==> config.mk <==
export PLATFORM = sky130hd
export DESIGN_NAME = gst_fifo
export DESIGN_NICKNAME = d
export VERILOG_FILES = /design/src/sv/gst_pkg.sv /design/src/sv/gst_fifo.sv
export SDC_FILE = /design/constraint.sdc
export NUM_CORES = 1
export LEC_CHECK = 0
export ABC_AREA = 1
export BUFFER_PORTS_ARGS = -buffer_cell sky130_fd_sc_hd__buf_2
export CAP_MARGIN = 10
export CELL_PAD_IN_SITES_DETAIL_PLACEMENT = 0
export CELL_PAD_IN_SITES_GLOBAL_PLACEMENT = 1
export CORE_UTILIZATION = 40
export CTS_BUF_LIST = sky130_fd_sc_hd__clkbuf_8
export CTS_CLUSTER_SIZE = 12
export DETAILED_ROUTE_END_ITERATION = 7
export PLACE_DENSITY = 0.76
export SETUP_SLACK_MARGIN = 0.02
export SYNTH_ARGS = -nofsm -noshare
export SYNTH_HDL_FRONTEND = slang
export SYNTH_SLANG_ARGS = --single-unit
==> constraint.sdc <==
create_clock -name clk -period 6 [get_ports clk]
set_clock_uncertainty 0.2 [all_clocks]
set_input_delay 0 -clock clk [delete_from_list [all_inputs] [get_ports clk]]
set_output_delay 0 -clock clk [all_outputs]
set_load 0.01 [all_outputs]
==> src/sv/gst_pkg.sv <==
// gst_pkg: shared types and constants for the generational slot table.
// No dependencies; used by every module of the block.
package gst_pkg;

  localparam int MAX_SLOTS   = 256;
  localparam int SLOT_W      = $clog2(MAX_SLOTS);
  localparam int DEPTH_W     = $clog2(MAX_SLOTS + 1);
  localparam int IDX_W       = 8;
  localparam int GEN_W       = 32;
  localparam int VAL_W       = 64;
  localparam int WARN_W      = 9;
  localparam int STATUS_W    = 3;
  localparam int QUEUE_DEPTH = 2;
  localparam int QPTR_W      = $clog2(QUEUE_DEPTH);
  localparam int ADDR_W      = 3;
  localparam int DATA_W      = 32;

  localparam logic [STATUS_W-1:0] ST_OK        = 3'd0;
  localparam logic [STATUS_W-1:0] ST_UNSET     = 3'd1;
  localparam logic [STATUS_W-1:0] ST_SHUTDOWN  = 3'd2;
  localparam logic [STATUS_W-1:0] ST_RANGE     = 3'd3;
  localparam logic [STATUS_W-1:0] ST_STALE     = 3'd4;
  localparam logic [STATUS_W-1:0] ST_FULL      = 3'd5;
  localparam logic [STATUS_W-1:0] ST_NULL      = 3'd6;

  localparam logic REG_WARN_THRESHOLD = 1'b0;

  typedef enum logic [1:0] {
    REQ_ALLOC    = 2'd0,
    REQ_FREE     = 2'd1,
    REQ_RESOLVE  = 2'd2,
    REQ_SHUTDOWN = 2'd3
  } gst_req_t;

  typedef enum logic [1:0] {
    BK_IDLE,
    BK_SLOT,
    BK_EXEC,
    BK_DIV
  } gst_state_t;

  typedef struct packed {
    logic [1:0]       req_type;
    logic             handle_is_set;
    logic [IDX_W-1:0] handle_index;
    logic [GEN_W-1:0] handle_generation;
    logic [VAL_W-1:0] payload_value;
  } gst_in_t;

  typedef struct packed {
    logic [STATUS_W-1:0] status;
    logic [IDX_W-1:0]    slot_index;
    logic [GEN_W-1:0]    slot_generation;
    logic [VAL_W-1:0]    resolved_value;
    logic                soft_warn;
    logic [WARN_W-1:0]   warn_level_reached;
  } gst_out_t;

  // Classified request as it sits in the queue.
  typedef struct packed {
    gst_req_t         req;
    logic             null_payload;
    logic             unset_handle;
    logic [IDX_W-1:0] handle_index;
    logic [GEN_W-1:0] handle_generation;
    logic [VAL_W-1:0] payload_value;
  } gst_work_t;

endpackage

==> src/sv/gst_fifo.sv <==
// gst_fifo: short request queue between front and back end.
// Depends on gst_pkg.
module gst_fifo (
  input  logic               clk,
  input  logic               rst_n,
  input  logic               push,
  input  gst_pkg::gst_work_t wdata,
  output logic               full,
  input  logic               pop,
  output logic               rvalid,
  output gst_pkg::gst_work_t rdata
);

  gst_pkg::gst_work_t                 mem_r [gst_pkg::QUEUE_DEPTH];
  logic [gst_pkg::QPTR_W-1:0]         wr_ptr_r, rd_ptr_r;
  logic [gst_pkg::QPTR_W:0]           count_r;
  logic                               do_push, do_pop;

  assign full    = (count_r == (gst_pkg::QPTR_W+1)'(gst_pkg::QUEUE_DEPTH));
  assign rvalid  = (count_r != '0);
  assign rdata   = mem_r[rd_ptr_r];
  assign do_push = push && !full;
  assign do_pop  = pop && rvalid;

  always_ff @(posedge clk) begin
    if (!rst_n) begin
      wr_ptr_r <= '0;
      rd_ptr_r <= '0;
      count_r  <= '0;
    end else begin
      if (do_push) wr_ptr_r <= wr_ptr_r + 1'b1;
      if (do_pop)  rd_ptr_r <= rd_ptr_r + 1'b1;
      if (do_push && !do_pop) count_r <= count_r + 1'b1;
      else if (do_pop && !do_push) count_r <= count_r - 1'b1;
    end
  end

  always_ff @(posedge clk) begin
    if (do_push) mem_r[wr_ptr_r] <= wdata;
  end

endmodule

# Yosys cells after proc, flatten, opt, wreduce, memory -nomap -nowiden
# Memories as Yosys holds them, arrays and structs flattened. A register that Yosys moved wholly into a read port is not among the register bits.
# Index checks and enable logic that the tools add are counted.
[word_totals]
output_inout_bits = 110
mem_bits_rw = 216
regBits = 4
n_memories = 1
[memory_table]
columns = ["memory", "depth", "width", "read_ports", "rd_clocked_by_memory_dff", "wr", "line", "rtl"]
rows = [
  ["mem_r", 2, 108, 1, 1, 1, "gst_fifo.sv:14", "gst_pkg::gst_work_t mem_r [gst_pkg::QUEUE_DEPTH];"],
]
[op_classes]
reduce_logical = 9
eq_ne = 1
addsub = 4
muxes = 6
[op_table]
columns = ["operator", "count"]
rows = [
  ["$logic_and A1 B1 Y1", 4],
  ["$mux W1", 4],
  ["$mux W2", 2],
  ["$reduce_bool A2 Y1", 2],
  ["$logic_not A1 Y1", 3],
  ["$add A1 B1 Y1 const B", 2],
  ["$add A2 B1 Y2 const B", 1],
  ["$eq A2 B2 Y1 const B", 1],
  ["$sub A2 B1 Y2 const B", 1],
]

# Logic depth before layout (Yosys ltp)
[logic_depth]
ltp_word = 7
depth_mapped = 10
mapped_depth_nobuf = 10

# Worst setup path after synthesis
# No wires, ideal clock.
[synth_path]
kind = "flip-flop to flip-flop"
startpoint = "register count_r[1] (netlist name)"
endpoint = "memory mem_r[0][0] (netlist name) (enable)"
path_buffers = 0
setup_ns = 0.576
arrival_ns = 5.042
synth_period_minus_slack_ns = 5.819
setup_slack_ns = 0.181
stages_incl_launch_ff = 4
path_cell_list = "dfxtp_1 inv_1 o21ai_0 nor2_1"
[synth_via]
elab_chain_cells = 5
[synth_rtl]
columns = ["element", "line", "rtl"]
rows = [
  ["start, declared", "gst_fifo.sv:16", "logic [gst_pkg::QPTR_W:0] count_r;"],
  ["start signal, assigned", "gst_fifo.sv:33", "if (do_push && !do_pop) count_r <= count_r + 1'b1;"],
  ["start signal, assigned", "gst_fifo.sv:34", "else if (do_pop && !do_push) count_r <= count_r - 1'b1;"],
  ["$eq A2 B2 Y1", "gst_fifo.sv:19", "assign full = (count_r == (gst_pkg::QPTR_W+1)'(gst_pkg::QUEUE_DEPTH));"],
  ["$logic_not A1 Y1", "gst_fifo.sv:22", "assign do_push = push && !full;"],
  ["$logic_and A1 B1 Y1", "gst_fifo.sv:22", ""],
  ["$mux W1", "gst_fifo.sv:39", "if (do_push) mem_r[wr_ptr_r] <= wdata;"],
  ["$mux W1 (not written as such)", "gst_fifo.sv:39", ""],
  ["end, declared", "gst_fifo.sv:14", ""],
]
# Every way passes these cells.

==> results.txt <==
port bufs -> 221
post-CTS setup repair buffer count -> 0
DR pass1 iterations -> 4
syn_nets -> 486
total number of vias -> 4,872
switching pwr -> 1.130 mW
first-pass GRT wire length -> 25,070 um
Worst R2R End -> count_r[1]$_SDFFE_PN0P_
Least-Margin Pin Slew -> 0.8632 ns
final net count -> 887
row cnt -> 51
Max Root-Sink Buffers -> 3
# setup viols final -> 0
final hold vios -> 0
Die Span Y -> 144.3 um
area grow syn2layout -> 43.55%
overall power -> 4.170 mW
Crit Path Category -> reg -> out
Syn Area/Cell -> 21.73 um^2
worst min-delay path category -> in -> reg
Max Cap Viol -> 0
reg2reg start -> count_r[1]$_SDFFE_PN0P_
Antenna diodes -> 0
Pwr Density -> 358.5 nW/um^2
most common cell after layout, fill and taps aside -> buf_2
final worst path period need -> 2.902 ns
YS warnings -> 0
number of remaining DRC errors -> 0
vias in the first global route -> 5,319
Sw Share -> 0.2709
sequential power share -> 0.492
largest net degree at the start of global routing -> 64
R2R Setup Slk -> 3.72 ns
HPWL after DPL -> 9989 um
WL final -> 16,820 um
setup tns final -> 0 ns
f_max -> 344.5 MHz
clock latency on the worst-skew pair -> 0.50 ns
GR Util All Layers -> 0.1585
die footprint -> 20,830 um^2
Hold Startpoint -> wdata[88]
Clock power frac -> 0.274
Core Region -> 19,650 um^2
GPL Wtd Cong -> 0.7674
TritonCTS Buffers -> 37
Max rail drop VDD -> 0.0002116 V
worst reg-to-reg path cell count -> 9
share of layout cells above drive strength 1 -> 0.4768
Final period util -> 0.4837
mapped cell area -> 8104 um^2
Root Buffer -> clkbuf_8
Slew Viols, Final -> 0
IO Pins -> 222
Max transition margin -> 0.4185
Syn Inst Count -> 373
Starting Density -> 0.4123
First DRT Iteration DRCs -> 143
placed insts -> 852
Seq/Total Area, Yosys -> 0.8127
initial antenna violation count -> 0
crit-path max FO -> 59
combinational power share -> 0.234
status -> complete, no violations
GR Overflow Total -> 0
most frequent cells in the layout -> buf_2 (221), edfxtp_1 (216), dlygate4sd3_1 (148)
number of H-tree levels -> 2
Leak -> 4.518 nW
Die Wd -> 144.3 um
startpoint types -> flop
CTS sink cnt -> 221
TritonCTS clock tree -> built
Hold Path Depth -> 2
Int Pwr -> 3.041 mW
synth unique cells -> 15
Worst Path Arrival -> 2.70 ns
post-route ant nets -> 0
RSZ-0062 raised after global routing -> false
clock slew at reported path FFs -> 0.06 ns
Yosys reg bits -> 221
fin cells -> 1,064
hold path endpoint -> mem_r[1][88]$_DFFE_PP_
critical path required time -> 5.80 ns
Routed wire per std cell -> 15.81 um
crit end category -> output port
vias per cell -> 4.579
[critical path, stage by stage, from the launching register on]
cell,delay (ns)
dfxtp_4,0.89
buf_4,0.72
mux2_2,0.42
buf_2,0.14
[cell families after synthesis]
family / Yosys count / share of synthesized area
compound gates: 5 / 0.003396
fa+ha+maj: 1 / 0.001544
buf+inv: 20 / 0.01420
flops: 221 / 0.8127
mux: 108 / 0.1593
simple gates: 18 / 0.008801
[metal layers]
metal | vias up | share of wire | global-route usage | wire length, um
met5 | - | 0 | 0 | 0
li1 | 2273 | - | - | -
met2 | 172 | 0.54 | 0.3006 | 9066
met3 | 38 | 0.064 | 0.04272 | 1075
met1 | 2389 | 0.37 | 0.1625 | 6302
met4 | 0 | 0.022 | 0.06648 | 373
[power groups by stage]
stage                     clock network (mW)  registers [mW]  logic [mW]
final                                   1.14            2.05       0.977
after global routing                    1.24            2.07        1.05
after CTS                               1.18            2.06       0.982
after detailed placement                   0            2.09       0.902
after global placement                     0            2.07       0.883
after floorplan                            0            2.06       0.610
[final cells by class]
type                            instances  area, um^2
Multi-Input combinational cell        132        1418
Timing Repair Buffer                  374        2625
Inverter                                8       30.03
Tap cell                              265       331.6
Clock buffer                           39       536.8
Sequential cell                       221        6590
Clock inverter                         25       102.6
Fill cell                            1529        8020
[sequential cells by signal (all words and copies together), names as in the netlist, named ones only]
signal / cells
mem_r: 216
wr_ptr_r: 1
count_r: 2
rd_ptr_r: 1
[worst max-delay path by stage]
stage	from	to	slack (ns)	cells after the start
final	flop	rdata[28]	3.10	3
after global routing	flop	rdata[30]	2.91	3
after CTS	flop	rdata[30]	3.00	3
after detailed placement	flop	rdata[30]	3.56	3
after global placement	flop	rdata[28]	3.63	3
after floorplan	count_r[1]$_SDFFE_PN0P_	mem_r[0][0]$_DFFE_PP_	0.18	3
[per-stage QoR]
| stage | setup WS (ns) | area [um^2] | hold slack (ns) | utilization |
|---|---|---|---|---|
| detailed placement | 3.563 | 9513 | -0.008580 | 0.4840 |
| CTS | 3.000 | 11630 | 0.0001387 | 0.5919 |
| global placement | 3.632 | 9513 | -0.01215 | 0.4840 |
| global route | 2.905 | 11630 | 0.003835 | 0.5919 |
| finish | 3.098 | 11630 | 0.02230 | 0.5919 |
| floorplan | 0.1813 | 8104 | -0.1011 | - |
[synthesized netlist by cell type]
cell type | instances | area [um^2]
mux2_4 | 20 | 300.3
inv_1 | 8 | 30.03
o21ai_0 | 3 | 15.01
edfxtp_1 | 216 | 6486
nand2_1 | 7 | 26.28
nor2_1 | 9 | 33.78
buf_2 | 8 | 40.04
nand4_1 | 1 | 6.260
o21a_1 | 1 | 7.510
a21oi_1 | 1 | 5.000
ha_1 | 1 | 12.51
dfxtp_1 | 5 | 100.1
mux2_2 | 88 | 991.0
nand3_1 | 1 | 5.000
buf_6 | 4 | 45.04
[timing repair]
action,in CTS,in global routing
gates resized for setup,0,0
endpoints found under the hold margin,221,0
hold buffers,148,0
Note: power is estimated with default switching activity, not from simulation.
