## config.mk

```make
export PLATFORM = sky130hd
export DESIGN_NAME = gst_front
export DESIGN_NICKNAME = d
export VERILOG_FILES = /design/src/sv/gst_pkg.sv /design/src/sv/gst_front.sv
export SDC_FILE = /design/constraint.sdc
export NUM_CORES = 1
export LEC_CHECK = 0
export ABC_AREA = 0
export BUFFER_PORTS_ARGS = -buffer_cell sky130_fd_sc_hd__buf_4
export CAP_MARGIN = 10
export CORE_AREA = 3 3 83 85
export DETAILED_ROUTE_END_ITERATION = 10
export DIE_AREA = 0 0 86 88
export MAX_ROUTING_LAYER = met4
export PLACE_DENSITY = 0.64
export SLEW_MARGIN = 20
export SYNTH_ARGS = -nofsm -noshare
export SYNTH_HDL_FRONTEND = slang
export SYNTH_SLANG_ARGS = --single-unit
```

## constraint.sdc

```tcl
create_clock -name vclk -period 1.7
set_input_delay 0.085 -clock vclk [all_inputs]
set_output_delay 0.085 -clock vclk [all_outputs]
set_load 0.01 [all_outputs]
```

## src/sv/gst_pkg.sv

```systemverilog
// gst_pkg: shared types and constants for the generational slot table.
// No dependencies; used by every module of the block.
package gst_pkg;

  localparam int MAX_SLOTS   = 256;
  localparam int SLOT_W      = $clog2(MAX_SLOTS);
  localparam int DEPTH_W     = $clog2(MAX_SLOTS + 1);
  localparam int IDX_W       = 8;
  localparam int GEN_W       = 32;
  localparam int VAL_W       = 64;
  localparam int WARN_W      = 9;
  localparam int STATUS_W    = 3;
  localparam int QUEUE_DEPTH = 2;
  localparam int QPTR_W      = $clog2(QUEUE_DEPTH);
  localparam int ADDR_W      = 3;
  localparam int DATA_W      = 32;

  localparam logic [STATUS_W-1:0] ST_OK        = 3'd0;
  localparam logic [STATUS_W-1:0] ST_UNSET     = 3'd1;
  localparam logic [STATUS_W-1:0] ST_SHUTDOWN  = 3'd2;
  localparam logic [STATUS_W-1:0] ST_RANGE     = 3'd3;
  localparam logic [STATUS_W-1:0] ST_STALE     = 3'd4;
  localparam logic [STATUS_W-1:0] ST_FULL      = 3'd5;
  localparam logic [STATUS_W-1:0] ST_NULL      = 3'd6;

  localparam logic REG_WARN_THRESHOLD = 1'b0;

  typedef enum logic [1:0] {
    REQ_ALLOC    = 2'd0,
    REQ_FREE     = 2'd1,
    REQ_RESOLVE  = 2'd2,
    REQ_SHUTDOWN = 2'd3
  } gst_req_t;

  typedef enum logic [1:0] {
    BK_IDLE,
    BK_SLOT,
    BK_EXEC,
    BK_DIV
  } gst_state_t;

  typedef struct packed {
    logic [1:0]       req_type;
    logic             handle_is_set;
    logic [IDX_W-1:0] handle_index;
    logic [GEN_W-1:0] handle_generation;
    logic [VAL_W-1:0] payload_value;
  } gst_in_t;

  typedef struct packed {
    logic [STATUS_W-1:0] status;
    logic [IDX_W-1:0]    slot_index;
    logic [GEN_W-1:0]    slot_generation;
    logic [VAL_W-1:0]    resolved_value;
    logic                soft_warn;
    logic [WARN_W-1:0]   warn_level_reached;
  } gst_out_t;

  // Classified request as it sits in the queue.
  typedef struct packed {
    gst_req_t         req;
    logic             null_payload;
    logic             unset_handle;
    logic [IDX_W-1:0] handle_index;
    logic [GEN_W-1:0] handle_generation;
    logic [VAL_W-1:0] payload_value;
  } gst_work_t;

endpackage

```

## src/sv/gst_front.sv

```systemverilog
// gst_front: accepts requests and classifies them for the back end.
// Depends on gst_pkg.
module gst_front (
  input  logic               in_valid,
  output logic               in_stall,
  input  gst_pkg::gst_in_t   in_data,
  input  logic               q_full,
  output logic               q_push,
  output gst_pkg::gst_work_t q_wdata
);

  assign in_stall = q_full;
  assign q_push   = in_valid && !q_full;

  always_comb begin
    q_wdata.req               = gst_pkg::gst_req_t'(in_data.req_type);
    q_wdata.null_payload      = (in_data.payload_value == '0);
    q_wdata.unset_handle      = !in_data.handle_is_set;
    q_wdata.handle_index      = in_data.handle_index;
    q_wdata.handle_generation = in_data.handle_generation;
    q_wdata.payload_value     = in_data.payload_value;
  end

endmodule

```

; ---- After elaboration in Yosys (flattened, before gate mapping)
; Cells that the tools add are included.
[word_totals]
ff_bits = 0
input_bits = 109
output_inout_bits = 110
elab_cells = 4
[classes]
n_reduce_logical = 4
[op_table]
columns = operator, n
row1 = 64-bit logical NOT, 1
row2 = 1-bit logical NOT, 2
row3 = 1-bit logical AND, 1

; ---- Logic depth before layout (Yosys ltp)
; Gate-level depths: netlist of the first run.
[logic_depth]
word_depth = 2
ltp_mapped = 3
mapped_depth_nobuf = 3

; ---- Worst setup path before layout of the first run
; No wires, ideal clock.
[synth_timing]
path_type = input -> output
startpoint = input in_data[2] in the netlist's numbering
endpoint = output q_wdata[105] in the netlist's numbering
t_arrival_ps = 836
t_required_ps = 1615
path_slack_ps = 779
path_stages = 3
n_path_buf = 0
cell_sequence = nor4_1 > nand4_1 > nor4_2
[synth_rtl]
columns = element, line
row1 = "start, declared", gst_front.sv:6  ; input gst_pkg::gst_in_t in_data,
row2 = "end, declared", gst_front.sv:9  ; output gst_pkg::gst_work_t q_wdata

==> impl_metrics.csv, run 1 <==
group,metric,value,unit
status,outcome,"completed",
power_and_ir_drop,p_sw_share,38.3,%
power_and_ir_drop,power.net_switching,0.125,mW
global_routing,grtUsageTotal,6.90,%
synthesis,synth-seq-area-share,0,%
final_layout,fin_cells,236,
routing,route.detailed.vias_per_inst,3.57,
synthesis,yosys.area.top_type_share,83.9,%
power_and_ir_drop,power_density,257,nW/µm²
floorplanning,floorplan.initialDensity,15.2,%
final_layout,n_clock_buffer,0,
worst_setup_path,startpoint_type,"input pin",
synthesis,synthesis.nets,239,
worst_setup_path,crit_family,"simple AND/OR/NAND/NOR gates",
synthesis,syn_inst,130,
final_layout,layout.cells.most_common_list,"buf_4 (136), nor4_1 (15), nand4_1 (4)",
final_layout,final_common_cell,"buf_4",
synthesis,syn-mean-instance-area,7.36,µm²
floorplanning,die-width,86,µm
floorplanning,die_area,7570,µm²
global_routing,grt_antenna_before_repair,0,
synthesis,yosys_warnings,0,
worst_setup_path,worstSetupPathDepth,5,
synthesis,number_of_distinct_standard_cells_referenced_by_the_synthesized_netlist,6,
final_layout,antenna_cells_inserted,0,
final_layout,layout.nets,270,
power_and_ir_drop,p_int,0.201,mW
routing,ant_nets,0,
global_routing,grt_start_max_net_pins,3,
timing,rsz0062_at_grt,"false",
timing,hold_violations,0,
timing,max_slew_margin,71.1,%
final_layout,n_sequential_cell,0,
timing,layout_setup_ws,0.254,ns
placed_design,dp_worst_setup_slack,0.213,ns
synthesis,yosys-top-cells-area,"buf_4 (84%), nor4_1 (9.8%), nand4_1 (2.6%), nor4_2 (2.6%), nor2b_1 (0.65%)",
run,max-cap-violations,0,
routing,vias,843,
worst_setup_path,crit_chain,"buf_4 -> nor4_1 -> nand4_1 -> nor4_2 -> buf_4",
worst_setup_path,critPathMaxFanout,2,
timing,layout_worst_path_cycle_share,85.1,%
worst_setup_path,required,1.62,ns
power_and_ir_drop,ir_drop,0.0712,mV
clock_tree,cts_hold_buffers,0,
global_routing,grt.overflow.total,0,
worst_setup_path,data_arrival_time_of_the_critical_path,1.36,ns
final_layout,area_taken_by_multi_input_logic_gates,150,µm²
final_layout,syn_to_final_growth,32.8,%
routing,drt-pass1-iter-count,3,
worst_setup_path,last_element_of_the_critical_path,"q_wdata[105]",
power_and_ir_drop,comb_power_share,100.0,%
timing,timing_worst_slew_pin_value,0.429,ns
routing,drc_violations_left,0,
floorplanning,design.portCount,219,
timing,setup-violations-final,0,
power_and_ir_drop,share_clk_of_total_power,0,%
worst_setup_path,worst-path-buf-inv,2,
floorplanning,core-area,6280,µm²
hold_path,timing.hold.worst.class,"input pin to primary output",
worst_setup_path,worst_path_most_repeated_cell,"buf_4",
hold_path,min_delay_path_depth,0,
timing,final.setup.tns,0,ns
worst_setup_path,critical_path_class,"input pin to primary output",
floorplanning,std_cell_rows,29,
global_routing,first_pass_grt_wire_length,3.93,mm
final_layout,sequential_cell_area,0,µm²
global_routing,grt_pass1_vias,769,
final_layout,fin_util,20.3,%
timing,finalCriticalPeriod,1.45,ns
timing,slew_violations,0,
placed_design,gp_routability_congestion,0.666,
timing,holdWs,0.170,ns
worst_setup_path,critical-path-slowest-cell,"nor4_1",
final_layout,nFillCells,719,
routing,wirelength,3.28,mm
placed_design,placed_cells_incl_taps,236,
routing,drt-initial-drc-count,5,
worst_setup_path,worst_path_largest_cell_delay,0.42,ns
power_and_ir_drop,seqPwrFrac,0,%
worst_setup_path,crit_path_start,"in_data[34]",
timing,maxClockFrequency,691,MHz
worst_setup_path,setup.worst_path.end_class,"primary output",
placed_design,io_buffer_count,135,
synthesis,netlist.top_cell.by_area,"buf_4",
power_and_ir_drop,p_leak,0.671,nW
final_layout,final_layout_size_suffix_gt1_share,86.8,%
clock_tree,post_cts_buffers,0,
synthesis,netlist_area,957,µm²
routing,detail_route.wl_per_cell,13.9,µm
floorplanning,floorplan.die.height,88,µm
clock_tree,cts_resized,0,
==> area by class of cell <==
class | count | area share (%)
repair buffers | 136 | 80.3
multi-input cells | 22 | 11.8
inverters | 1 | 0.295
well taps | 77 | 7.58
==> power groups by stage <==
stage / sequential [mW] / clock, mW / combinational [mW]
after detailed placement: 0 / 0 / 0.332
after global placement: 0 / 0 / 0.330
final: 0 / 0 / 0.326
after CTS: 0 / 0 / 0.333
after global routing: 0 / 0 / 0.349
after floorplan: 0 / 0 / 0.269
==> Yosys cell counts (all sizes together) <==
cell   number
inv         1
buf       107
nor2b       1
nand4       4
nor4       17
==> kinds of logic (layout without fill, tap and decap cells) <==
logic type,Yosys count,in the layout,share of synthesized area (%)
buffers and inverters,108,137,84.3
AND/OR/NAND/NOR,22,22,15.7
==> how the worst min path moves through the flow <==
stage,startpoint,endpoint,slack (ns)
5_1_grt,in_data[105],q_wdata[106],0.17
3_5_place_dp,in_data[86],q_wdata[86],0.17
3_3_place_gp,in_data[86],q_wdata[86],0.17
2_1_floorplan,in_data[104],q_wdata[104],0.21
4_1_cts,in_data[86],q_wdata[86],0.17
6_report,in_data[87],q_wdata[87],0.17
==> routing by layer <==
layer | routed length, µm | share of wire, % | global-route usage, %
met3 | 504 | 15 | 1.88
met1 | 981 | 30 | 6.65
met2 | 1680 | 51 | 12.7
met5 | 0 | 0 | -
met4 | 112 | 3.4 | 3.31
==> metrics by stage <==
stage / power (mW) / area [µm²]
final: 0.326 / 1270
after global routing: 0.349 / 1270
after CTS: 0.333 / 1270
after detailed placement: 0.332 / 1270
after global placement: 0.330 / 1270
after floorplan: 0.269 / 957
(Power assumes the default switching activity.)
==> run 2, diff against run 1 <==
--- a/config.mk
+++ b/config.mk
@@ -5,14 +5,14 @@
 export SDC_FILE = /design/constraint.sdc
 export NUM_CORES = 1
 export LEC_CHECK = 0
-export ABC_AREA = 0
+export ABC_AREA = 1
 export BUFFER_PORTS_ARGS = -buffer_cell sky130_fd_sc_hd__buf_4
 export CAP_MARGIN = 10
-export CORE_AREA = 3 3 83 85
+export CORE_AREA = 3 3 85 87
 export DETAILED_ROUTE_END_ITERATION = 10
-export DIE_AREA = 0 0 86 88
+export DIE_AREA = 0 0 88 90
 export MAX_ROUTING_LAYER = met4
-export PLACE_DENSITY = 0.64
+export PLACE_DENSITY = 0.65
 export SLEW_MARGIN = 20
 export SYNTH_ARGS = -nofsm -noshare
 export SYNTH_HDL_FRONTEND = slang
==> run 2 against run 1 <==
  * Global-route usage shrank 0.11 points
  * Utilization increased by 2.0 points
  * Critical endpoint unchanged
  * Wire length decreased by 0.88%
  * Largest cell class unchanged
==> impl_metrics.csv, run 2 <==
group,metric,value,unit
placed_design,placed_cells_incl_taps,290,
routing,vias,1004,
synthesis,synth_compound_gate_area_share,0,%
routing,drt-pass1-iter-count,3,
synthesis,synthMostInstantiatedCell,"buf_4",
final_layout,final_common_cell,"buf_4",
floorplanning,floorplan.die.height,90,µm
power_and_ir_drop,share_clk_of_total_power,0,%
placed_design,dpl.hpwl,3.10,mm
power_and_ir_drop,comb_power_share,100.0,%
worst_setup_path,crit_path_start,"in_data[49]",
floorplanning,core-area,6420,µm²
final_layout,antenna_cells_inserted,0,
timing,finalCriticalPeriod,1.10,ns
floorplanning,die-width,88,µm
floorplanning,design.portCount,219,
hold_path,worstHoldStart,"in_data[76]",
timing,layout_setup_ws,0.598,ns
routing,detail_route.wl_per_cell,11.2,µm
floorplanning,std_cell_rows,29,
routing,wirelength,3.25,mm
timing,hold_violations,0,
routing,route.detailed.vias_per_inst,3.46,
synthesis,synthesis.nets,294,
timing,setup-violations-final,0,
final_layout,layout.cells.most_common_list,"buf_4 (135), nor2_1 (32), inv_1 (22)",
global_routing,first_pass_grt_wire_length,4.20,mm
timing,layout_worst_path_cycle_share,64.8,%
final_layout,syn_to_final_growth,27.3,%
final_layout,nFillCells,737,
final_layout,layout.nets,324,
synthesis,syn_inst,185,
timing,final.setup.tns,0,ns
synthesis,synth-seq-area-share,0,%
final_layout,sequential_cell_area,0,µm²
power_and_ir_drop,p_int,0.209,mW
final_layout,n_sequential_cell,0,
worst_setup_path,critical_path_class,"input pin to primary output",
synthesis,yosys.area.top_type_share,71.6,%
timing,timing_worst_slew_pin_value,0.247,ns
placed_design,dp_worst_setup_slack,0.584,ns
synthesis,synth-adder-area-share,0,%
synthesis,syn-mean-instance-area,6.07,µm²
global_routing,grt_start_max_net_pins,3,
power_and_ir_drop,power_density,240,nW/µm²
synthesis,netlist_area,1120,µm²
synthesis,yosys_warnings,0,
worst_setup_path,data_arrival_time_of_the_critical_path,1.02,ns
global_routing,global_route.usage.met2,13.9,%
worst_setup_path,required,1.62,ns
run,max-cap-violations,0,
timing,max_slew_margin,83.5,%
worst_setup_path,startpoint_type,"input pin",
timing,maxClockFrequency,908,MHz
status,outcome,"completed",
synthesis,netlist_top_cells_count,"buf_4 (107), nor2_1 (32), inv_1 (22)",
routing,drt-initial-drc-count,5,
global_routing,grt_pass1_vias,895,
global_routing,grt.overflow.total,0,
global_routing,grtUsageTotal,6.79,%
timing,slew_violations,0,
placed_design,gp_routability_congestion,0.684,
timing,rsz0062_at_grt,"false",
floorplanning,floorplan.initialDensity,17.5,%
global_routing,grt_antenna_before_repair,0,
final_layout,final_layout_size_suffix_gt1_share,64.3,%
synthesis,muxShareOfSynthArea,0,%
worst_setup_path,critPathMaxFanout,2,
routing,drc_violations_left,0,
synthesis,yosys.area_share.simple,21.1,%
clock_tree,cts_resized,0,
global_routing,grt_most_used_layer,"met2",
floorplanning,die_area,7920,µm²
power_and_ir_drop,ir_drop,0.0634,mV
placed_design,io_buffer_count,135,
timing,holdWs,0.170,ns
synthesis,dominant_combinational_cell_family_by_area_after_synthesis,"buffers and inverters",
worst_setup_path,setup.worst_path.end_class,"primary output",
clock_tree,cts_hold_buffers,0,
final_layout,fin_cells,290,
power_and_ir_drop,power.net_switching,0.134,mW
synthesis,synth_xor_xnor_area_share,0,%
global_routing,globalRouteMet1Util,5.82,%
power_and_ir_drop,p_sw_share,39.0,%
synthesis,netlist.top_cell.by_area,"buf_4",
power_and_ir_drop,p_leak,0.859,nW
final_layout,n_clock_buffer,0,
hold_path,timing.hold.worst.class,"input pin to primary output",
clock_tree,post_cts_buffers,0,
power_and_ir_drop,seqPwrFrac,0,%
synthesis,number_of_distinct_standard_cells_referenced_by_the_synthesized_netlist,8,
synthesis,yosys-top-cells-area,"buf_4 (72%), nor2_1 (11%), inv_1 (7.4%), nand2_1 (5.4%), and2_1 (1.7%)",
routing,ant_nets,0,
global_routing,grt_met3_use,1.19,%
run 2: cell types whose count changed after synthesis:
cell	delta
nor2_1	+32
inv_1	+21
nand2_1	+16
nor4_1	-15
and2_1	+3
nor4_2	-2
nand4_1	-1
nand4_2	+1
nor2_2	+1
nor2b_1	-1
run 2: final cells by class:
type | instances | area [µm²] | area share [%]
Inverter | 22 | 82.6 | 5.78
Tap cell | 77 | 96.3 | 6.74
Multi-Input combinational cell | 56 | 236 | 16.5
Timing Repair Buffer | 135 | 1010 | 70.9
run 2: worst paths after layout:
check,end,slack [ns],cells past startpoint
worst max-delay path,q_wdata[105],0.60,7
worst min-delay path,q_wdata[76],0.17,0
run 2: worst max-delay path: stages:
cell and delay, ns:
buf_4 0.11, nor2_1 0.22, nand4_1 0.11, nor2_1 0.14, nand2_1 0.12, nor2_1 0.11, buf_4 0.13
run 2: power by group through the flow:
stage | sequential [mW] | combinational (mW) | clock (mW)
floorplan | 0 | 0.291 | 0
global placement | 0 | 0.346 | 0
detailed placement | 0 | 0.349 | 0
CTS | 0 | 0.350 | 0
global route | 0 | 0.373 | 0
finish | 0 | 0.343 | 0
run 2: logic make-up (layout without fill, tap and decap cells):
| family | after synthesis | count (layout) |
|---|---|---|
| buffers and inverters | 129 | 157 |
| AND/OR/NAND/NOR | 56 | 56 |
run 2: metrics by stage:
stage / area, µm² / power, mW / utilization (%)
global route: 1430 / 0.373 / 22.2
detailed placement: 1430 / 0.349 / 22.2
floorplan: 1120 / 0.291 / -
finish: 1430 / 0.343 / 22.2
global placement: 1430 / 0.346 / 22.2
CTS: 1430 / 0.350 / 22.2
run 2: per-layer routing:
metal	vias to the layer above	routed length [µm]
li1	493	-
met1	395	920
met2	94	1670
met3	22	527
met4	0	131
met5	-	0
